==> config.mk <==
export PLATFORM = sky130hd
export DESIGN_NAME = reno_congestion_window_flat
export DESIGN_NICKNAME = d
export VERILOG_FILES = /design/src/rtl/rcw_pkg.sv /design/src/rtl/rcw_if.sv /design/src/rtl/rcw_div.sv /design/src/rtl/reno_congestion_window.sv /design/src/flat_wrapper.sv
export SDC_FILE = /design/constraint.sdc
export NUM_CORES = 1
export LEC_CHECK = 0
export BUFFER_PORTS_ARGS = -buffer_cell sky130_fd_sc_hd__buf_2
export CORE_ASPECT_RATIO = 0.9
export CORE_MARGIN = 2
export CORE_UTILIZATION = 62
export DETAILED_ROUTE_END_ITERATION = 8
export PLACE_DENSITY = 0.82
export SLEW_MARGIN = 20
export SYNTH_ARGS = -nofsm -noshare
export SYNTH_HDL_FRONTEND = slang
export SYNTH_HIERARCHICAL = 1
export SYNTH_SLANG_ARGS = --single-unit
==> constraint.sdc <==
create_clock -name i_clk -period 4.7 [get_ports i_clk]
set_input_delay 0.47 -clock i_clk [delete_from_list [all_inputs] [get_ports i_clk]]
set_output_delay 0.47 -clock i_clk [all_outputs]
set_load 0.005 [all_outputs]
==> src/rtl/rcw_pkg.sv <==
// ----------------------------------------------------------------------------
// rcw_pkg
// Shared types and constants of the Reno-style congestion window controller.
// ----------------------------------------------------------------------------
`default_nettype none

package rcw_pkg;

    localparam int ACK_W      = 16;
    localparam int WIN_W      = 10;
    localparam int CFG_W      = 10;
    localparam int LIMIT_W    = 4;
    localparam int ADDR_W     = 2;
    localparam int SLIDE_W    = 16;
    localparam int SEQ_OUT_W  = 16;
    localparam int LAST_W     = ACK_W + 1;
    localparam int DIVIDEND_W = ACK_W + 1;
    localparam int DIV_CNT_W  = 5;
    localparam int DIV_STEPS  = DIVIDEND_W;

    localparam int WIN_HW_MAX = 1023;

    localparam logic [CFG_W-1:0]   THR_RESET   = 10'd20;
    localparam logic [LIMIT_W-1:0] LIMIT_RESET = 4'd3;
    localparam logic [LIMIT_W-1:0] DUP_SAT     = 4'd15;
    localparam logic [LAST_W-1:0]  NONE_ACKED  = 17'h1FFFF;
    localparam logic [WIN_W-1:0]   RECOV_BUMP  = 10'd3;

    localparam logic [ADDR_W-1:0] CFG_INIT_THR  = 2'd0;
    localparam logic [ADDR_W-1:0] CFG_DUP_LIMIT = 2'd1;

    localparam logic CMD_ACK     = 1'b0;
    localparam logic CMD_TIMEOUT = 1'b1;

    typedef enum logic [1:0] {
        PH_SS = 2'd0,
        PH_CA = 2'd1,
        PH_FR = 2'd2
    } t_phase;

    typedef enum logic [1:0] {
        ST_IGNORED = 2'd0,
        ST_NEW     = 2'd1,
        ST_DUP     = 2'd2,
        ST_TIMEOUT = 2'd3
    } t_status;

    typedef enum logic [1:0] {
        S_IDLE,
        S_CALC,
        S_DIV,
        S_OUT
    } t_state;

endpackage

`default_nettype wire

==> src/rtl/rcw_if.sv <==
// ----------------------------------------------------------------------------
// rcw_if
// Valid/ready channels of the congestion window controller: event requests,
// result requests and register writes.
// ----------------------------------------------------------------------------
`default_nettype none

interface rcw_evt_if;
    logic                       valid;
    logic                       ready;
    logic                       cmd;
    logic [rcw_pkg::ACK_W-1:0]  ack_num;
    logic                       ack_valid;

    modport source (output valid, output cmd, output ack_num, output ack_valid,
                    input ready);
    modport sink   (input valid, input cmd, input ack_num, input ack_valid,
                    output ready);
endinterface

interface rcw_res_if;
    logic                           valid;
    logic                           ready;
    logic [rcw_pkg::WIN_W-1:0]      window;
    logic [rcw_pkg::WIN_W-1:0]      threshold;
    logic [1:0]                     phase;
    logic [rcw_pkg::SEQ_OUT_W-1:0]  base_seq;
    logic [rcw_pkg::SLIDE_W-1:0]    slide_count;
    logic                           resend_all;
    logic [1:0]                     event_status;

    modport source (output valid, output window, output threshold, output phase,
                    output base_seq, output slide_count, output resend_all,
                    output event_status, input ready);
    modport sink   (input valid, input window, input threshold, input phase,
                    input base_seq, input slide_count, input resend_all,
                    input event_status, output ready);
endinterface

interface rcw_cfg_if;
    logic                       valid;
    logic                       ready;
    logic [rcw_pkg::ADDR_W-1:0] addr;
    logic [rcw_pkg::CFG_W-1:0]  data;

    modport source (output valid, output addr, output data, input ready);
    modport sink   (input valid, input addr, input data, output ready);
endinterface

`default_nettype wire

==> src/rtl/rcw_div.sv <==
// ----------------------------------------------------------------------------
// rcw_div
// Serial restoring divider: one quotient bit per cycle, acked count / window.
// ----------------------------------------------------------------------------
`default_nettype none

module rcw_div (
    input  wire logic                               i_clk,
    input  wire logic                               i_rst_n,
    input  wire logic                               i_start,
    input  wire logic [rcw_pkg::DIVIDEND_W-1:0]     i_dividend,
    input  wire logic [rcw_pkg::WIN_W-1:0]          i_divisor,
    output logic                                    o_done,
    output logic [rcw_pkg::DIVIDEND_W-1:0]          o_quot
);

    logic                               r_busy;
    logic                               r_done;
    logic [rcw_pkg::DIV_CNT_W-1:0]      r_cnt;
    logic [rcw_pkg::WIN_W-1:0]          r_rem;
    logic [rcw_pkg::WIN_W-1:0]          r_div;
    logic [rcw_pkg::DIVIDEND_W-1:0]     r_quot;

    logic [rcw_pkg::WIN_W:0]            rem_sh;
    logic [rcw_pkg::WIN_W:0]            rem_sub;
    logic                               fits;

    always_comb begin
        rem_sh  = {r_rem, r_quot[rcw_pkg::DIVIDEND_W-1]};
        fits    = rem_sh >= {1'b0, r_div};
        rem_sub = rem_sh - {1'b0, r_div};
    end

    always_ff @(posedge i_clk) begin
        if (!i_rst_n) begin
            r_busy <= 1'b0;
            r_done <= 1'b0;
            r_cnt  <= '0;
        end else begin
            r_done <= 1'b0;
            if (i_start) begin
                r_busy <= 1'b1;
                r_cnt  <= '0;
                r_rem  <= '0;
                r_div  <= i_divisor;
                r_quot <= i_dividend;
            end else if (r_busy) begin
                r_rem  <= fits ? rem_sub[rcw_pkg::WIN_W-1:0] : rem_sh[rcw_pkg::WIN_W-1:0];
                r_quot <= {r_quot[rcw_pkg::DIVIDEND_W-2:0], fits};
                if (r_cnt == rcw_pkg::DIV_CNT_W'(rcw_pkg::DIV_STEPS - 1)) begin
                    r_busy <= 1'b0;
                    r_done <= 1'b1;
                end else begin
                    r_cnt <= r_cnt + rcw_pkg::DIV_CNT_W'(1);
                end
            end
        end
    end

    assign o_done = r_done;
    assign o_quot = r_quot;

endmodule

`default_nettype wire

==> src/rtl/reno_congestion_window.sv <==
// ----------------------------------------------------------------------------
// reno_congestion_window
// Reno-style sender congestion controller: slow start, avoidance and fast
// recovery window tracking driven by ACK and retransmission-timeout events.
// ----------------------------------------------------------------------------
// Usage:
//   i_evt carries one event request (cmd, ack_num, ack_valid); i_evt.ready
//   is high only while the block is idle, so one event is in work at a time.
//   o_res carries one result request per event: window, threshold, phase,
//   base_seq, slide_count, resend_all, event_status, all after the event.
//   i_cfg writes addr 0 (initial threshold, also loads the live threshold)
//   and addr 1 (duplicate ACK limit); it is always ready, other addresses
//   are dropped. Write it only while no event is in work.
//   From accept to result valid an event passes S_CALC and S_OUT; a new
//   ACK in congestion avoidance also passes S_DIV, where the serial divider
//   forms acked count / window one quotient bit at a time.
//   A new event is accepted only once the last one has left S_OUT.
//   Reset (synchronous, active low) restores slow start, window 1,
//   threshold 20, dup limit 3, nothing acked, base 0.
//   The result sits in an output register; if the receiver stalls, the next
//   event is still accepted and processed, and its result waits until the
//   pending one is taken.
// ----------------------------------------------------------------------------
`default_nettype none

module reno_congestion_window #(
    parameter int MAX_WINDOW = 1023,
    parameter int SEQ_BITS   = 16
) (
    input  wire logic   i_clk,
    input  wire logic   i_rst_n,
    rcw_evt_if.sink     i_evt,
    rcw_res_if.source   o_res,
    rcw_cfg_if.sink     i_cfg
);

    localparam int BASE_W = (SEQ_BITS < rcw_pkg::LAST_W) ? SEQ_BITS : rcw_pkg::LAST_W;
    localparam logic [rcw_pkg::WIN_W-1:0] WIN_CAP =
        rcw_pkg::WIN_W'((MAX_WINDOW < rcw_pkg::WIN_HW_MAX) ? MAX_WINDOW : rcw_pkg::WIN_HW_MAX);

    localparam int LW = rcw_pkg::LAST_W;
    localparam int WW = rcw_pkg::WIN_W;
    localparam int SW = WW + LW + 1;

    function automatic logic [WW-1:0] cap_win(input logic [SW-1:0] w);
        logic [WW-1:0] res;
        if (w > SW'(WIN_CAP)) begin
            res = WIN_CAP;
        end else if (w == '0) begin
            res = WW'(1);
        end else begin
            res = w[WW-1:0];
        end
        return res;
    endfunction

    rcw_pkg::t_state  r_state, n_state;

    logic                           r_cmd;
    logic [rcw_pkg::ACK_W-1:0]      r_ack;
    logic                           r_ackv;

    rcw_pkg::t_phase                r_phase, n_phase;
    logic [WW-1:0]                  r_window, n_window;
    logic [rcw_pkg::CFG_W-1:0]      r_thr, n_thr;
    logic [rcw_pkg::LIMIT_W-1:0]    r_limit;
    logic [rcw_pkg::LIMIT_W-1:0]    r_dup, n_dup;
    logic [LW-1:0]                  r_last, n_last;
    logic [BASE_W-1:0]              r_base, n_base;
    logic [rcw_pkg::SLIDE_W-1:0]    r_slide, n_slide;
    logic                           r_resend, n_resend;
    rcw_pkg::t_status               r_status, n_status;

    logic                           r_out_valid;
    logic [WW-1:0]                  r_o_window;
    logic [rcw_pkg::CFG_W-1:0]      r_o_thr;
    rcw_pkg::t_phase                r_o_phase;
    logic [rcw_pkg::SEQ_OUT_W-1:0]  r_o_base;
    logic [rcw_pkg::SLIDE_W-1:0]    r_o_slide;
    logic                           r_o_resend;
    rcw_pkg::t_status               r_o_status;

    logic                           in_ready;
    logic                           in_acc;
    logic                           cfg_acc;
    logic                           div_start;
    logic                           div_done;
    logic [rcw_pkg::DIVIDEND_W-1:0] div_quot;
    logic                           need_div;
    logic                           out_load;

    rcw_pkg::t_phase                ph0;
    logic                           none_acked;
    logic [LW-1:0]                  ack17;
    logic [LW-1:0]                  ack_p1;
    logic [LW-1:0]                  base17;
    logic [LW-1:0]                  acked;
    logic [LW-1:0]                  slide_raw;
    logic                           is_new;
    logic                           is_dup;
    logic [rcw_pkg::LIMIT_W-1:0]    dup_inc;

    assign in_acc  = i_evt.valid && in_ready;
    assign cfg_acc = i_cfg.valid && i_cfg.ready;
    assign i_cfg.ready = 1'b1;
    assign i_evt.ready = in_ready;

    rcw_div u_div (
        .i_clk      (i_clk),
        .i_rst_n    (i_rst_n),
        .i_start    (div_start),
        .i_dividend (acked),
        .i_divisor  (r_window),
        .o_done     (div_done),
        .o_quot     (div_quot)
    );

    // event decode and state update
    always_comb begin
        ph0 = (r_phase == rcw_pkg::PH_SS && r_window >= r_thr) ? rcw_pkg::PH_CA : r_phase;
        none_acked = r_last == rcw_pkg::NONE_ACKED;
        ack17      = LW'(r_ack);
        ack_p1     = ack17 + LW'(1);
        base17     = LW'(r_base);
        acked      = none_acked ? ack_p1 : ack17 - r_last;
        is_new     = none_acked || ack17 > r_last;
        is_dup     = !none_acked && ack17 == r_last;
        slide_raw  = (ack_p1 >= base17) ? ack_p1 - base17 : '0;
        dup_inc    = (r_dup < rcw_pkg::DUP_SAT) ? r_dup + rcw_pkg::LIMIT_W'(1) : r_dup;
        need_div   = r_cmd == rcw_pkg::CMD_ACK && r_ackv && is_new && ph0 == rcw_pkg::PH_CA;

        n_phase  = r_phase;
        n_window = r_window;
        n_thr    = r_thr;
        n_dup    = r_dup;
        n_last   = r_last;
        n_base   = r_base;
        n_slide  = r_slide;
        n_resend = r_resend;
        n_status = r_status;

        unique case (r_state)
            rcw_pkg::S_CALC: begin
                n_phase  = ph0;
                n_slide  = '0;
                n_resend = 1'b0;
                n_status = rcw_pkg::ST_IGNORED;
                if (r_cmd == rcw_pkg::CMD_TIMEOUT) begin
                    n_thr    = r_window >> 1;
                    n_window = WW'(1);
                    n_phase  = rcw_pkg::PH_SS;
                    n_dup    = '0;
                    n_resend = 1'b1;
                    n_status = rcw_pkg::ST_TIMEOUT;
                end else if (r_ackv) begin
                    if (is_new) begin
                        n_status = rcw_pkg::ST_NEW;
                        priority case (ph0)
                            rcw_pkg::PH_SS: begin
                                n_window = cap_win(SW'(r_window) + SW'(acked));
                                n_resend = 1'b1;
                            end
                            rcw_pkg::PH_CA: begin
                                n_resend = 1'b1;
                            end
                            default: begin
                                n_window = cap_win(SW'(r_thr));
                                n_phase  = rcw_pkg::PH_CA;
                            end
                        endcase
                        n_last  = ack17;
                        n_dup   = '0;
                        n_slide = (slide_raw > LW'({rcw_pkg::SLIDE_W{1'b1}})) ?
                                  {rcw_pkg::SLIDE_W{1'b1}} : slide_raw[rcw_pkg::SLIDE_W-1:0];
                        n_base  = ack_p1[BASE_W-1:0];
                    end else if (is_dup) begin
                        n_status = rcw_pkg::ST_DUP;
                        if (ph0 == rcw_pkg::PH_FR) begin
                            n_window = cap_win(SW'(r_window) + SW'(1));
                            n_resend = 1'b1;
                        end else begin
                            n_dup = dup_inc;
                            if (dup_inc == r_limit) begin
                                n_phase  = rcw_pkg::PH_FR;
                                n_thr    = r_window >> 1;
                                n_window = cap_win(SW'(r_window >> 1) + SW'(rcw_pkg::RECOV_BUMP));
                                n_resend = 1'b1;
                            end
                        end
                    end
                end
            end
            rcw_pkg::S_DIV: begin
                if (div_done) begin
                    n_window = cap_win(SW'(r_window) + SW'(div_quot));
                end
            end
            default: begin
            end
        endcase

        if (cfg_acc && i_cfg.addr == rcw_pkg::CFG_INIT_THR) begin
            n_thr = i_cfg.data;
        end
    end

    // sequencer: next state
    always_comb begin
        n_state = r_state;
        unique case (r_state)
            rcw_pkg::S_IDLE: if (in_acc) n_state = rcw_pkg::S_CALC;
            rcw_pkg::S_CALC: n_state = need_div ? rcw_pkg::S_DIV : rcw_pkg::S_OUT;
            rcw_pkg::S_DIV:  if (div_done) n_state = rcw_pkg::S_OUT;
            rcw_pkg::S_OUT:  if (out_load) n_state = rcw_pkg::S_IDLE;
            default:         n_state = rcw_pkg::S_IDLE;
        endcase
    end

    // sequencer: outputs
    always_comb begin
        in_ready  = r_state == rcw_pkg::S_IDLE;
        div_start = r_state == rcw_pkg::S_CALC && need_div;
        out_load  = r_state == rcw_pkg::S_OUT && (!r_out_valid || o_res.ready);
    end

    always_ff @(posedge i_clk) begin
        if (!i_rst_n) begin
            r_state     <= rcw_pkg::S_IDLE;
            r_phase     <= rcw_pkg::PH_SS;
            r_window    <= WW'(1);
            r_thr       <= rcw_pkg::THR_RESET;
            r_limit     <= rcw_pkg::LIMIT_RESET;
            r_dup       <= '0;
            r_last      <= rcw_pkg::NONE_ACKED;
            r_base      <= '0;
            r_slide     <= '0;
            r_resend    <= 1'b0;
            r_status    <= rcw_pkg::ST_IGNORED;
            r_out_valid <= 1'b0;
        end else begin
            r_state  <= n_state;
            r_phase  <= n_phase;
            r_window <= n_window;
            r_thr    <= n_thr;
            r_dup    <= n_dup;
            r_last   <= n_last;
            r_base   <= n_base;
            r_slide  <= n_slide;
            r_resend <= n_resend;
            r_status <= n_status;
            if (cfg_acc) begin
                unique case (i_cfg.addr)
                    rcw_pkg::CFG_DUP_LIMIT: r_limit <= i_cfg.data[rcw_pkg::LIMIT_W-1:0];
                    default: begin
                    end
                endcase
            end
            if (out_load) begin
                r_out_valid <= 1'b1;
            end else if (o_res.ready) begin
                r_out_valid <= 1'b0;
            end
        end
    end

    always_ff @(posedge i_clk) begin
        if (in_acc) begin
            r_cmd  <= i_evt.cmd;
            r_ack  <= i_evt.ack_num;
            r_ackv <= i_evt.ack_valid;
        end
        if (out_load) begin
            r_o_window <= r_window;
            r_o_thr    <= r_thr;
            r_o_phase  <= r_phase;
            r_o_base   <= base17[rcw_pkg::SEQ_OUT_W-1:0];
            r_o_slide  <= r_slide;
            r_o_resend <= r_resend;
            r_o_status <= r_status;
        end
    end

    assign o_res.valid        = r_out_valid;
    assign o_res.window       = r_o_window;
    assign o_res.threshold    = r_o_thr;
    assign o_res.phase        = r_o_phase;
    assign o_res.base_seq     = r_o_base;
    assign o_res.slide_count  = r_o_slide;
    assign o_res.resend_all   = r_o_resend;
    assign o_res.event_status = r_o_status;

endmodule

`default_nettype wire

==> src/flat_wrapper.sv <==
// flat-port wrapper written by rule: the top's interface ports become plain ports
module reno_congestion_window_flat 
#(
    parameter int MAX_WINDOW = 1023,
    parameter int SEQ_BITS   = 16
)
  (i_clk, i_rst_n, i_evt_valid, i_evt_cmd, i_evt_ack_num, i_evt_ack_valid, i_evt_ready, o_res_valid, o_res_window, o_res_threshold, o_res_phase, o_res_base_seq, o_res_slide_count, o_res_resend_all, o_res_event_status, o_res_ready, i_cfg_valid, i_cfg_addr, i_cfg_data, i_cfg_ready);
  rcw_evt_if i_evt_i ();
  rcw_res_if o_res_i ();
  rcw_cfg_if i_cfg_i ();
  input  wire logic i_clk;
  input  wire logic i_rst_n;
  input wire logic [$bits(i_evt_i.valid)-1:0] i_evt_valid;
  input wire logic [$bits(i_evt_i.cmd)-1:0] i_evt_cmd;
  input wire logic [$bits(i_evt_i.ack_num)-1:0] i_evt_ack_num;
  input wire logic [$bits(i_evt_i.ack_valid)-1:0] i_evt_ack_valid;
  output wire logic [$bits(i_evt_i.ready)-1:0] i_evt_ready;
  output wire logic [$bits(o_res_i.valid)-1:0] o_res_valid;
  output wire logic [$bits(o_res_i.window)-1:0] o_res_window;
  output wire logic [$bits(o_res_i.threshold)-1:0] o_res_threshold;
  output wire logic [$bits(o_res_i.phase)-1:0] o_res_phase;
  output wire logic [$bits(o_res_i.base_seq)-1:0] o_res_base_seq;
  output wire logic [$bits(o_res_i.slide_count)-1:0] o_res_slide_count;
  output wire logic [$bits(o_res_i.resend_all)-1:0] o_res_resend_all;
  output wire logic [$bits(o_res_i.event_status)-1:0] o_res_event_status;
  input wire logic [$bits(o_res_i.ready)-1:0] o_res_ready;
  input wire logic [$bits(i_cfg_i.valid)-1:0] i_cfg_valid;
  input wire logic [$bits(i_cfg_i.addr)-1:0] i_cfg_addr;
  input wire logic [$bits(i_cfg_i.data)-1:0] i_cfg_data;
  output wire logic [$bits(i_cfg_i.ready)-1:0] i_cfg_ready;
  assign i_evt_i.valid = i_evt_valid;
  assign i_evt_i.cmd = i_evt_cmd;
  assign i_evt_i.ack_num = i_evt_ack_num;
  assign i_evt_i.ack_valid = i_evt_ack_valid;
  assign i_evt_ready = i_evt_i.ready;
  assign o_res_valid = o_res_i.valid;
  assign o_res_window = o_res_i.window;
  assign o_res_threshold = o_res_i.threshold;
  assign o_res_phase = o_res_i.phase;
  assign o_res_base_seq = o_res_i.base_seq;
  assign o_res_slide_count = o_res_i.slide_count;
  assign o_res_resend_all = o_res_i.resend_all;
  assign o_res_event_status = o_res_i.event_status;
  assign o_res_i.ready = o_res_ready;
  assign i_cfg_i.valid = i_cfg_valid;
  assign i_cfg_i.addr = i_cfg_addr;
  assign i_cfg_i.data = i_cfg_data;
  assign i_cfg_ready = i_cfg_i.ready;
  reno_congestion_window #(.MAX_WINDOW(MAX_WINDOW), .SEQ_BITS(SEQ_BITS)) u_core (.i_clk(i_clk), .i_rst_n(i_rst_n), .i_evt(i_evt_i), .o_res(o_res_i), .i_cfg(i_cfg_i));
endmodule
* Yosys cells after proc, flatten, opt, wreduce, memory -nomap -nowiden
Cells that the tools add are included.
** Storage, ports and cells
- Register bits after elaboration :: 204
- Bits in latches :: 0
- Memories :: 0
- Bits in read-only memories :: 0
- Output and inout bits :: 60
- RAM bits :: 0
- Logic and storage cells :: 187
- Input port bits :: 35
** Cells by class
- Add/subtract/negate cells :: 10
- Magnitude comparators :: 10
- Reduce and logical (&&, ||, !) cells :: 43
- Bitwise gates (word level) :: 4
- Equal/unequal tests :: 20
- Shifts and indexed selects :: 0
- Muxes and demuxes :: 72
- Divide/modulo/power cells :: 0
- $mul :: 0
** Operator list (number)
- 10-bit 2-to-1 mux :: 26
- 28-bit by 10-bit > comparator with 1-bit output (second input constant) :: 4
- 28-bit logical NOT :: 4
- 17-bit 2-to-1 mux :: 4
- 16-bit 2-to-1 mux :: 4
- 10-bit case mux with 2 select lines :: 2
- 10-bit by 17-bit adder with 18-bit output :: 2
- 2-bit 2-to-1 mux :: 15
- 4-bit 2-to-1 mux :: 6
- 16-bit by 1-bit adder with 17-bit output (second input constant) :: 1
- 16-bit by 17-bit == test with 1-bit output :: 1
- 17-bit == test (second input constant) :: 1
- 17-bit by 16-bit >= comparator with 1-bit output :: 1
- 16-bit by 17-bit > comparator with 1-bit output :: 1
- 17-bit by 16-bit > comparator with 1-bit output (second input constant) :: 1
- 16-bit by 17-bit subtractor with 17-bit output :: 1
- 17-bit by 16-bit subtractor with 17-bit output :: 1
- 1-bit 2-to-1 mux :: 14
- 6-bit AND reduction :: 2
- 3-bit nonzero test :: 4
- 10-bit by 1-bit adder with 11-bit output (second input constant) :: 1
- 11-bit by 10-bit >= comparator with 1-bit output :: 1
- 9-bit by 2-bit adder with 10-bit output (second input constant) :: 1
- 10-bit >= comparator :: 1
- 28 further kinds :: 60

* Longest topological paths before layout
Gate-level depths: netlist of run 1.
- Word-level depth :: 11
- Gate-level depth with buffers :: 21
- Depth with buffers taken out :: 21

* Modules after synthesis
Netlist of run 1, hierarchy kept.
** Modules (own cells, without submodules)
- reno_congestion_window :: instances 1, cells an instance 1202, area each 10686.5 µm², seq. area each 3953.8 µm²
- rcw_div :: instances 1, cells an instance 190, area each 2369.8 µm², seq. area each 1251.2 µm²

* Least setup slack after synthesis of run 1
Ideal clock, no wire load.
- Kind :: register to register
- Start point :: reg u_core.r_last[16]
- End point :: reg u_core.r_window[6]
- Stages on the path, launching flop included :: 17
- Path slack :: 0.388 ns
- Data required time :: 4.561 ns
- Path buffers :: 2
- Arrival :: 4.173 ns
- Setup time :: 0.139 ns
- Clock period less this slack :: 4.312 ns
- Cells stage by stage :: dfxtp_1 -> nand4_1 -> nor4_2 -> nand2_1 -> clkbuf_1 -> clkbuf_1 -> o21ai_0 -> ha_1 -> a211oi_1 -> o21bai_1 -> a2111oi_1 -> nor2b_1 -> or3_1 -> nor4_1 -> o32ai_2 -> nor3_4 -> a311oi_2
** On the way
- Cells in the longest elaborated chain, start to end :: 11
- Elaborated cells between the ends (all ways) :: 22
- Classes of those cells :: add/sub: 2; order compare: 2; eq/ne: 5; mux: 8; reduce/logical: 5
** Ends and longest elaborated chain
- start: declaration :: RTL line reno_congestion_window.sv:68 : logic [LW-1:0] r_last, n_last;
- start signal: assignment :: RTL line reno_congestion_window.sv:234 : r_last <= rcw_pkg::NONE_ACKED;
- start signal: assignment :: RTL line reno_congestion_window.sv:246 : r_last <= n_last;
- 17-bit == test * :: RTL line reno_congestion_window.sv:121 : none_acked = r_last == rcw_pkg::NONE_ACKED;
- 17-bit 2-to-1 mux * :: RTL line reno_congestion_window.sv:125 : acked = none_acked ? ack_p1 : ack17 - r_last;
- named net u_core.acked[1] :: RTL line reno_congestion_window.sv:97 : logic [LW-1:0] acked;
- 10-bit by 17-bit adder with 18-bit output * :: RTL line reno_congestion_window.sv:160 : n_window = cap_win(SW'(r_window) + SW'(acked));
- branches (longest 2 deep; another with 28-bit by 10-bit > comparator with 1-bit output)
- 10-bit 2-to-1 mux * :: RTL line reno_congestion_window.sv:47 : if (w > SW'(WIN_CAP)) begin
- 10-bit case mux with 2 select lines * :: RTL line reno_congestion_window.sv:158 : priority case (ph0)
- 10-bit 2-to-1 mux * :: RTL line reno_congestion_window.sv:156 : if (is_new) begin
- 10-bit 2-to-1 mux * :: RTL line reno_congestion_window.sv:155 : end else if (r_ackv) begin
- 10-bit 2-to-1 mux * :: RTL line reno_congestion_window.sv:148 : if (r_cmd == rcw_pkg::CMD_TIMEOUT) begin
- 10-bit case mux with 2 select lines * :: RTL line reno_congestion_window.sv:142 : unique case (r_state)
- end signal: assignment :: RTL line reno_congestion_window.sv:243 : r_window <= n_window;
- end: declaration :: RTL line reno_congestion_window.sv:64 : logic [WW-1:0] r_window, n_window;
Mark *: on every way through the listed nets, which the timed path passes. The select of a mux whose other input is x is not followed.
A chain may end at the register's enable or synchronous reset.

* Final worst setup path of run 1
- Start point :: reg u_core/r_ack[0] in the netlist's numbering
- End point :: reg u_core.r_window[6]
** On the way
- Cells in the longest elaborated chain, start to end :: 11
- Elaborated cells between the ends (all ways) :: 21
- Classes of those cells :: add/sub: 3; order compare: 2; eq/ne: 4; mux: 8; reduce/logical: 4
** Ends and longest elaborated chain
- start: declaration :: RTL line reno_congestion_window.sv:60 : logic [rcw_pkg::ACK_W-1:0] r_ack;
- start signal: assignment :: RTL line reno_congestion_window.sv:269 : r_ack <= i_evt.ack_num;
- 16-bit by 1-bit adder with 17-bit output * :: RTL line reno_congestion_window.sv:123 : ack_p1 = ack17 + LW'(1);
- named net u_core.ack_p1[0] :: RTL line reno_congestion_window.sv:95 : logic [LW-1:0] ack_p1;
- 17-bit 2-to-1 mux * :: RTL line reno_congestion_window.sv:125
- 10-bit by 17-bit adder with 18-bit output * :: RTL line reno_congestion_window.sv:160
- branches (longest 2 deep; another with 28-bit by 10-bit > comparator with 1-bit output)
- 10-bit 2-to-1 mux * :: RTL line reno_congestion_window.sv:47
- 10-bit case mux with 2 select lines * :: RTL line reno_congestion_window.sv:158
- 10-bit 2-to-1 mux * :: RTL line reno_congestion_window.sv:156
- 10-bit 2-to-1 mux * :: RTL line reno_congestion_window.sv:155
- 10-bit 2-to-1 mux * :: RTL line reno_congestion_window.sv:148
- 10-bit case mux with 2 select lines * :: RTL line reno_congestion_window.sv:142
Marks and branches as above.

==> flow_metrics.py, run 1 <==
metrics = {
    "clock_network": {
        "clk_transition_reported_paths_ns": 0.07,
        "clock-root-buffer": "clkbuf_16",
        "ctsHoldBuffers": 0,
        "htree_levels": 1,
        "cts.path.max_buffers": 3,
        "cts_buffers": 21,
        "cts_tree": "done",
        "cts_sinks": 204,
        "clock_latency_ns": 0.50,
    },
    "sta": {
        "final-hold-violation-count": 0,
        "slew_headroom_pct": 39.58,
        "slew_violations": 0,
        "setup_violations": 0,
        "period_minus_slack_ns": 4.497,
        "worstMarginPinSlew_ns": 0.8969,
        "finClkSkew_ns": 0.01030,
        "post-route-period-util_pct": 95.67,
        "max_freq_ghz": 0.2224,
    },
    "run_status": {
        "status": "complete, no violations",
    },
    "synth": {
        "yosysSeqAreaShare_pct": 39.87,
        "synth-compound-area-share_pct": 21.61,
        "postSynthCellCount": 1392,
        "synth_nets": 1518,
        "synthAdderAreaFrac_pct": 9.008,
        "synth_seq_cells": 204,
        "yosysUniqueCellTypes": 93,
        "synth_top_family_by_area": "compound AO/OA/AOI/OAI gates",
        "yosys.area_share.simple_pct": 17.30,
        "netlist.area_leader.share_pct": 25.76,
        "yosys-top-cells-area": "edfxtp_1, dfxtp_1, ha_1",
        "synth_area_um2": 13060,
        "yosysWarnings": 6,
        "synthFlopType": "edfxtp_1",
        "synth_edf_count": 112,
        "synth_xor_area_share_pct": 4.293,
        "synth_top_area_cell": "edfxtp_1",
        "asyncSetResetFlopFracSynth_pct": 0,
        "synthMuxAreaShare_pct": 3.728,
        "postSynthAreaPerCell_um2": 9.380,
    },
    "grt": {
        "antenna_found_initial": 0,
        "grt_pass1_wl_um": 54410,
        "grt-ovfl-total": 0,
        "grt_use_total_pct": 30.63,
        "grt_pass1_vias": 10460,
        "grt_max_degree": 41,
    },
    "finish": {
        "nets": 1630,
        "post-route-util_pct": 71.57,
        "final_cell_mix": "nand2_1, edfxtp_1, buf_2",
        "final_common_cell": "nand2_1",
        "antennaDiodeCount": 0,
        "syn_to_final_growth_pct": 13.51,
        "layout-drive-gt1-share_pct": 16.07,
    },
    "critical_path": {
        "endpoint_kind": "register",
        "critPathArrivalTime_ns": 4.86,
        "required_ns": 5.06,
        "start_kind": "register",
        "crit_type": "reg -> reg",
        "critPathMaxFanout": 7,
    },
    "routing": {
        "drc": 0,
        "wl_per_cell_um": 19.06,
        "drtPass1Iterations": 5,
        "vias_per_cell": 6.280,
        "finalWirelength_um": 34380,
        "drtIter0Drc": 1012,
        "num_vias": 11330,
        "antenna_left": 0,
    },
    "flow_run": {
        "cap_violations": 0,
    },
    "floorplanning": {
        "die_h_um": 141.7,
        "initial_core_util_pct": 63.05,
        "core_um2": 20710,
        "die_area_um2": 22240,
        "die_w_um": 157.0,
        "placementRows": 50,
        "io_pins": 95,
    },
    "placement": {
        "hpwlAfterDp_um": 25240,
        "gp_congestion": 0.9729,
        "portBuffers": 93,
    },
    "power_and_ir_drop": {
        "p_leak_nw": 5.977,
        "vdd_drop_max_v": 0.0004248,
        "p_total_mw": 10.60,
        "cellPowerDensity_nw_per_um2": 715.4,
    },
    "min_path": {
        "min_path_type": "in -> reg",
    },
}
==> power breakdown <==
group | internal (mW) | switching, mW
Clock | 0.989 | 0.706
Sequential | 2.24 | 0.256
Combinational | 2.43 | 3.98
==> worst max-delay path, stage by stage, from the launching register on <==
cell	delay [ns]
edfxtp_1	0.40
inv_1	0.08
ha_1	0.19
inv_1	0.06
fa_1	0.43
a21o_1	0.19
a21oi_1	0.17
xnor2_1	0.13
nand2_1	0.07
o21ai_0	0.21
ha_1	0.38
a2111oi_1	0.37
buf_4	0.19
nor2b_1	0.07
or3_1	0.36
nor4_1	0.34
o32ai_2	0.18
nor3_4	0.37
a311oi_2	0.14
==> synthesized netlist by cell type (all sizes together) (25+ instances only) <==
cell type,number
o21ai,74
xnor2,30
a21oi,93
clkbuf,36
nor2b,28
inv,87
nor2,91
nand3,44
xor2,34
ha,86
edfxtp,112
nand2,116
mux2i,25
a211oi,37
nor3,45
o211ai,27
dfxtp,92
==> area by class of cell <==
cell class | count | area [µm²]
clock buffers | 27 | 619.3
clock inverters | 10 | 86.33
fillers | 1586 | 5887
inverters | 87 | 326.6
multi-input cells | 1049 | 7400
flip-flops and latches | 204 | 5205
well taps | 286 | 357.8
repair buffers | 141 | 825.8
==> timing repair <==
item                                    4_1_cts  5_1_grt
setup buffers                                 0       11
resized for setup                             0       17
endpoints found under the setup margin        0       10
==> worst paths after layout <==
kind | start | endpoint | slack [ns] | depth (start not counted)
worst max register to register | u_core/r_ack[0] | u_core/r_window[6] | 0.20 | 18
worst min register to register | u_core/r_slide[15] | u_core/o_res.slide_count[15] | 0.43 | 0
worst min-delay path | i_evt_ack_num[3] | u_core/r_ack[3] | 0.14 | 1
worst max-delay path | u_core/r_ack[0] | u_core/r_window[6] | 0.20 | 18
==> metrics by stage <==
| step | hold WS, ns | instances | TNS [ns] | instance area [µm²] | worst slack [ns] |
|---|---|---|---|---|---|
| finish | 0.1378 | 1804 | 0 | 14820 | 0.2035 |
| global route | 0.1313 | 1804 | -0.07934 | 14820 | -0.02267 |
| CTS | 0.1309 | 1793 | 0 | 14660 | 0.03697 |
| detailed placement | 0.4207 | 1756 | 0 | 13960 | 0.05259 |
| global placement | 0.4162 | 1756 | 0 | 13960 | 0.2526 |
| floorplan | 0.4005 | 1392 | 0 | 13060 | 0.3884 |
==> state kept, by name (all words and copies together), names as in the netlist, 4 cells and up <==
register	cells
u_core/r_last	17
u_core/u_div/o_quot	17
u_core/o_res.base_seq	16
u_core/o_res.slide_count	16
u_core/r_ack	16
u_core/r_base	16
u_core/r_slide	16
u_core/o_res.threshold	10
u_core/o_res.window	10
u_core/r_thr	10
u_core/r_window	10
u_core/u_div/r_div	10
u_core/u_div/r_rem	10
u_core/u_div/r_cnt	5
u_core/r_dup	4
u_core/r_limit	4
==> per-layer routing <==
metal  up-vias  wire (µm)  track usage (%)
li1       5439          -                -
met2       508      15350            47.88
met5         -          0                0
met1      5308      15150            44.49
met3        75       3051            3.879
met4         0        827            9.512
==> kinds of logic (layout without fill, tap and decap cells) <==
logic type | Yosys count | count (layout)
XOR/XNOR | 64 | 64
flip-flops | 204 | 204
other | 1 | 1
AO/OA/AOI/OAI | 404 | 404
buffers and inverters | 139 | 265
adder cells (fa/ha/maj) | 91 | 91
multiplexers | 46 | 46
AND/OR/NAND/NOR | 443 | 443
Note: power is estimated with default switching activity, not from simulation.
==> inputs of run 2 (changes only) <==
==> constraint.sdc (replaced) <==
create_clock -name i_clk -period 4.81 [get_ports i_clk]
set_input_delay 0.481 -clock i_clk [delete_from_list [all_inputs] [get_ports i_clk]]
set_output_delay 0.481 -clock i_clk [all_outputs]
set_load 0.005 [all_outputs]
==> run 2 against run 1 <==
  * Core utilization is 0.085 points lower
  * Power is 2.3% lower
  * Clock power is 3% higher
  * Count of clock-buffer cells in the layout is 5 higher
  * Routed wire length is 1.6% higher
  * Via count is 0.79% higher
  * Largest cell class unchanged
==> flow_metrics.py, run 2 (synthesis results as in run 1) <==
metrics = {
    "clock_network": {
        "cts_buffers": 21,
        "cts_tree": "done",
        "htree_levels": 1,
        "clock_latency_ns": 0.51,
        "ctsHoldBuffers": 0,
        "clk_transition_reported_paths_ns": 0.07,
        "clock-root-buffer": "clkbuf_16",
        "cts_sinks": 204,
        "cts.path.max_buffers": 3,
    },
    "power_and_ir_drop": {
        "cellPowerDensity_nw_per_um2": 699.6,
        "p_leak_nw": 5.979,
        "pwr-share-seq_pct": 23.6,
        "p_clk_share_pct": 16.8,
        "internal_power_mw": 5.581,
        "vdd_drop_max_v": 0.0005349,
        "p_total_mw": 10.36,
        "p_switching_mw": 4.776,
        "comb_power_share_pct": 59.7,
        "sw_frac_of_total_pct": 46.11,
    },
    "critical_path": {
        "start_kind": "register",
        "rr_endpoint": "u_core/r_window[6]",
        "critPathMaxFanout": 7,
        "critPathArrivalTime_ns": 4.98,
        "required_ns": 5.23,
        "crit_type": "reg -> reg",
        "ff2ff_setup_slack_ns": 0.24,
        "r2r_start": "u_core/r_ack[1]",
        "worst-r2r-cell-count": 19,
        "endpoint_kind": "register",
    },
    "placement": {
        "gp_congestion": 0.9453,
        "hpwlAfterDp_um": 25490,
        "portBuffers": 93,
    },
    "grt": {
        "grt_pass1_vias": 10580,
        "grt_pass1_wl_um": 55270,
        "grt_use_total_pct": 31.22,
        "grt-ovfl-total": 0,
        "grt_max_degree": 50,
        "antenna_found_initial": 0,
    },
    "sta": {
        "setup_violations": 0,
        "slew_headroom_pct": 37.25,
        "fin_setup_tns_ns": 0,
        "period_minus_slack_ns": 4.566,
        "hold_ws_ns": 0.1429,
        "post-route-period-util_pct": 94.92,
        "max_freq_ghz": 0.2190,
        "final-hold-violation-count": 0,
        "finClkSkew_ns": 0.01183,
        "rsz0062_at_grt": "no",
        "worstMarginPinSlew_ns": 0.9412,
        "slew_violations": 0,
    },
    "routing": {
        "wl_per_cell_um": 19.40,
        "num_vias": 11420,
        "drtPass1Iterations": 5,
        "antenna_left": 0,
        "drtIter0Drc": 1226,
        "finalWirelength_um": 34940,
        "drc": 0,
        "vias_per_cell": 6.341,
    },
    "finish": {
        "nets": 1627,
        "post-route-util_pct": 71.49,
        "final_cell_mix": "nand2_1, edfxtp_1, buf_2",
        "layout-drive-gt1-share_pct": 15.25,
        "final_common_cell": "nand2_1",
        "antennaDiodeCount": 0,
        "syn_to_final_growth_pct": 13.38,
    },
    "run_status": {
        "status": "complete, no violations",
    },
    "floorplanning": {
        "die_h_um": 141.7,
        "die_w_um": 157.0,
        "die_area_um2": 22240,
        "io_pins": 95,
        "initial_core_util_pct": 63.05,
        "core_um2": 20710,
        "placementRows": 50,
    },
    "min_path": {
        "min-delay-start": "i_evt_ack_num[0]",
        "hold_depth": 1,
        "min_path_type": "in -> reg",
        "min_to": "u_core/r_ack[0]",
    },
    "flow_run": {
        "cap_violations": 0,
    },
}
[run 2: cell types whose count changed in the layout (fill, tap and decap cells not counted), sizes merged]
| cell | previous run | this run |
|---|---|---|
| buf | 141 | 138 |
| clkbuf | 27 | 32 |
| clkinv | 7 | 3 |
| inv | 89 | 88 |
[run 2: power groups by stage]
stage	clock network [mW]	logic, mW	registers, mW
3_5_place_dp	0	5.84	2.47
5_1_grt	1.82	6.71	2.47
6_report	1.74	6.18	2.44
2_1_floorplan	0	4.27	2.41
3_3_place_gp	0	5.77	2.46
4_1_cts	1.76	5.90	2.43
[run 2: through the flow]
stage	setup WS, ns	cells	area (µm²)
floorplan	0.4984	1392	13060
global placement	0.3849	1753	13950
detailed placement	0.2449	1753	13950
CTS	0.2216	1790	14700
global route	0.0008868	1801	14800
finish	0.2445	1801	14800
[run 2: how the worst max path moves through the flow]
stage	to	depth (start not counted)	startpoint	slack (ns)
after floorplan	u_core/r_window[6]	16	u_core/r_last[16]	0.50
after global placement	u_core/r_window[6]	15	u_core/r_ack[1]	0.38
after detailed placement	u_core/r_window[6]	20	u_core/r_ack[0]	0.24
after CTS	u_core/r_window[6]	20	u_core/r_ack[0]	0.22
after global routing	u_core/r_window[7]	19	u_core/r_ack[4]	0.0009
final	u_core/r_window[6]	19	u_core/r_ack[1]	0.24
[run 2: repair_timing]
item	4_1_cts	5_1_grt
resized for setup	0	6
setup buffers	0	11
setup endpoints to repair	0	9
[run 2: critical path, stage by stage, from the launching register on]
cell      delay [ns]
edfxtp_1        0.50
ha_1            0.35
nor2b_1         0.15
o21ba_1         0.19
or3_1           0.40
a21oi_1         0.16
o21bai_1        0.08
xnor2_1         0.13
o21ai_0         0.32
ha_1            0.33
nand3_1         0.11
a21oi_1         0.06
o41a_1          0.17
or3_1           0.40
nand2_1         0.15
nor4_2          0.08
o32ai_2         0.45
nor3_4          0.05
buf_4           0.18
a311oi_2        0.23
[run 2: cell type report]
| class | instances | area, µm² |
|---|---|---|
| flip-flops and latches | 204 | 5205 |
| fillers | 1563 | 5904 |
| clock inverters | 5 | 57.56 |
| well taps | 286 | 357.8 |
| multi-input cells | 1049 | 7347 |
| repair buffers | 138 | 815.8 |
| clock buffers | 32 | 693.2 |
| inverters | 87 | 326.6 |
[run 2: layer usage]
layer,GRT usage [%],vias to the layer above,routed length [µm]
met5,0,-,0
met4,9.029,0,1067
met3,4.795,84,3191
met2,48.50,529,15370
met1,45.33,5377,15310
li1,-,5430,-
==> inputs of run 3 (changes only) <==
--- a/config.mk
+++ b/config.mk
@@ -8,9 +8,9 @@
 export BUFFER_PORTS_ARGS = -buffer_cell sky130_fd_sc_hd__buf_2
 export CORE_ASPECT_RATIO = 0.9
 export CORE_MARGIN = 2
-export CORE_UTILIZATION = 62
+export CORE_UTILIZATION = 56
 export DETAILED_ROUTE_END_ITERATION = 8
-export PLACE_DENSITY = 0.82
+export PLACE_DENSITY = 0.78
 export SLEW_MARGIN = 20
 export SYNTH_ARGS = -nofsm -noshare
 export SYNTH_HDL_FRONTEND = slang
==> constraint.sdc (replaced) <==
create_clock -name i_clk -period 4.1 [get_ports i_clk]
set_input_delay 0.41 -clock i_clk [delete_from_list [all_inputs] [get_ports i_clk]]
set_output_delay 0.41 -clock i_clk [all_outputs]
set_load 0.005 [all_outputs]
==> run 3 against run 2 <==
  * The run now ends with setup timing left
  * Routed wire length grew 1.8%
  * Combinational power grew 48%
  * Power rose by 37%
  * Register-to-register slack worse by 0.41 ns
  * Critical path depth down 2
  * Non-clock buffer count grew 60
  * Critical path type unchanged
==> flow_metrics.py, run 3 (synthesis results as in run 1) <==
metrics = {
    "grt": {
        "antenna_found_initial": 0,
        "grt_pass1_wl_um": 56770,
        "grt-ovfl-total": 0,
        "grt_pass1_vias": 11040,
        "grt_max_degree": 50,
        "grt_use_total_pct": 28.81,
    },
    "finish": {
        "antennaDiodeCount": 0,
        "multi_input_area_um2": 7641,
        "syn_to_final_growth_pct": 19.88,
        "fillers": 1703,
        "final_common_cell": "nand2_1",
        "final_cell_mix": "nand2_1, edfxtp_1, buf_4",
        "nets": 1688,
        "instances_no_fill": 1875,
        "seq_area_um2": 5209,
        "layout-drive-gt1-share_pct": 22.18,
    },
    "clock_network": {
        "cts_sinks": 204,
        "ctsHoldBuffers": 0,
        "cts_tree": "done",
        "clock-root-buffer": "clkbuf_16",
        "cts.path.max_buffers": 3,
        "htree_levels": 1,
        "clock_latency_ns": 0.52,
        "clk_transition_reported_paths_ns": 0.06,
        "cts_buffers": 22,
    },
    "min_path": {
        "min_path_type": "in -> reg",
    },
    "critical_path": {
        "crit_type": "reg -> reg",
        "critPathArrivalTime_ns": 4.70,
        "start_kind": "register",
        "endpoint_kind": "register",
        "required_ns": 4.53,
        "critPathMaxFanout": 4,
    },
    "placement": {
        "portBuffers": 93,
        "hpwlAfterDp_um": 25910,
        "dp.cells": 1821,
        "gp_congestion": 0.9643,
    },
    "sta": {
        "period_minus_slack_ns": 4.268,
        "final-hold-violation-count": 0,
        "finClkSkew_ns": 0.02026,
        "fin_setup_tns_ns": -1.129,
        "setup_slack_ns": -0.1685,
        "worstMarginPinSlew_ns": 1.026,
        "hold_ws_ns": 0.06421,
        "post-route-period-util_pct": 104.1,
        "slew_violations": 0,
        "setup_violations": 10,
        "max_freq_ghz": 0.2343,
        "slew_headroom_pct": 30.89,
        "rsz0062_at_grt": "yes",
    },
    "floorplanning": {
        "core_um2": 22710,
        "die_area_um2": 24550,
        "die_h_um": 148.9,
        "placementRows": 52,
        "die_w_um": 165.0,
        "initial_core_util_pct": 57.50,
        "io_pins": 95,
    },
    "routing": {
        "antenna_left": 0,
        "vias_per_cell": 6.223,
        "finalWirelength_um": 35560,
        "drtIter0Drc": 1010,
        "drtPass1Iterations": 7,
        "drc": 0,
        "wl_per_cell_um": 18.96,
        "num_vias": 11670,
    },
    "power_and_ir_drop": {
        "cellPowerDensity_nw_per_um2": 905.2,
        "vdd_drop_max_v": 0.0006368,
        "p_leak_nw": 6.378,
    },
    "run_status": {
        "failed_checks": "setup timing",
        "status": "finished, violations left",
    },
    "flow_run": {
        "cap_violations": 0,
    },
}
-- run 3: changes by cell type in the layout (fill, tap and decap cells not counted), sizes merged --
cell      delta
bufinv       +1
clkinvlp     +2
clkinv       -1
inv          +1
buf         +60
-- run 3: through the flow --
stage	power, mW	instance area [µm²]	utilization, %	setup WS (ns)
after floorplan	7.862	13060	-	0.01619
after global placement	10.36	14380	63.34	-0.06730
after detailed placement	10.50	14380	63.34	-0.1579
after CTS	13.20	15370	67.71	0.002046
after global routing	14.97	15650	68.93	-0.3295
final	14.17	15650	68.93	-0.1685
-- run 3: where the power goes --
part / switching [mW] / internal [mW]
combinational: 5.26 / 3.86
sequential: 0.272 / 2.57
clock: 0.829 / 1.37
-- run 3: routing by layer --
layer	up-vias	global-route usage [%]	share of wire, %
met5	-	0	0
met4	0	10.00	3.4
met3	90	4.365	7.8
met2	503	44.33	44
met1	5537	41.51	45
li1	5539	-	-
-- run 3: final timing paths --
kind	from	to	slack (ns)	cells after the start
hold / removal	i_evt_ack_num[5]	u_core/r_ack[5]	0.06	1
setup reg to reg	u_core/r_last[3]	u_core/r_window[7]	-0.17	17
hold reg to reg	u_core/r_slide[10]	u_core/o_res.slide_count[10]	0.43	0
setup / recovery	u_core/r_last[3]	u_core/r_window[7]	-0.17	17
-- run 3: critical path: stages, from the launching register on --
cell and delay [ns]:
dfxtp_1 0.35, nand4_1 0.18, nor4_4 0.39, nand2_2 0.12
buf_4 0.15, mux2i_2 0.17, ha_2 0.20, fa_2 0.35
a211oi_2 0.22, nor2_1 0.09, o41a_1 0.42, or3_4 0.44
nand2_4 0.12, nor4_4 0.06, o32ai_4 0.42, nor3_4 0.10
buf_6 0.14, a311oi_2 0.25
-- run 3: repair_timing --
item                       4_1_cts  5_1_grt
setup endpoints to repair       10       26
gates resized for setup         32       52
buffers inserted                 8        7
pin swaps                       13       27
-- run 3: cell type report --
cell class / instances / area share (%)
Clock inverter: 8 / 0.6555
Tap cell: 297 / 2.374
Sequential cell: 204 / 33.28
Timing Repair Buffer: 198 / 8.106
Clock buffer: 32 / 4.684
Inverter: 87 / 2.086
Multi-Input combinational cell: 1049 / 48.82
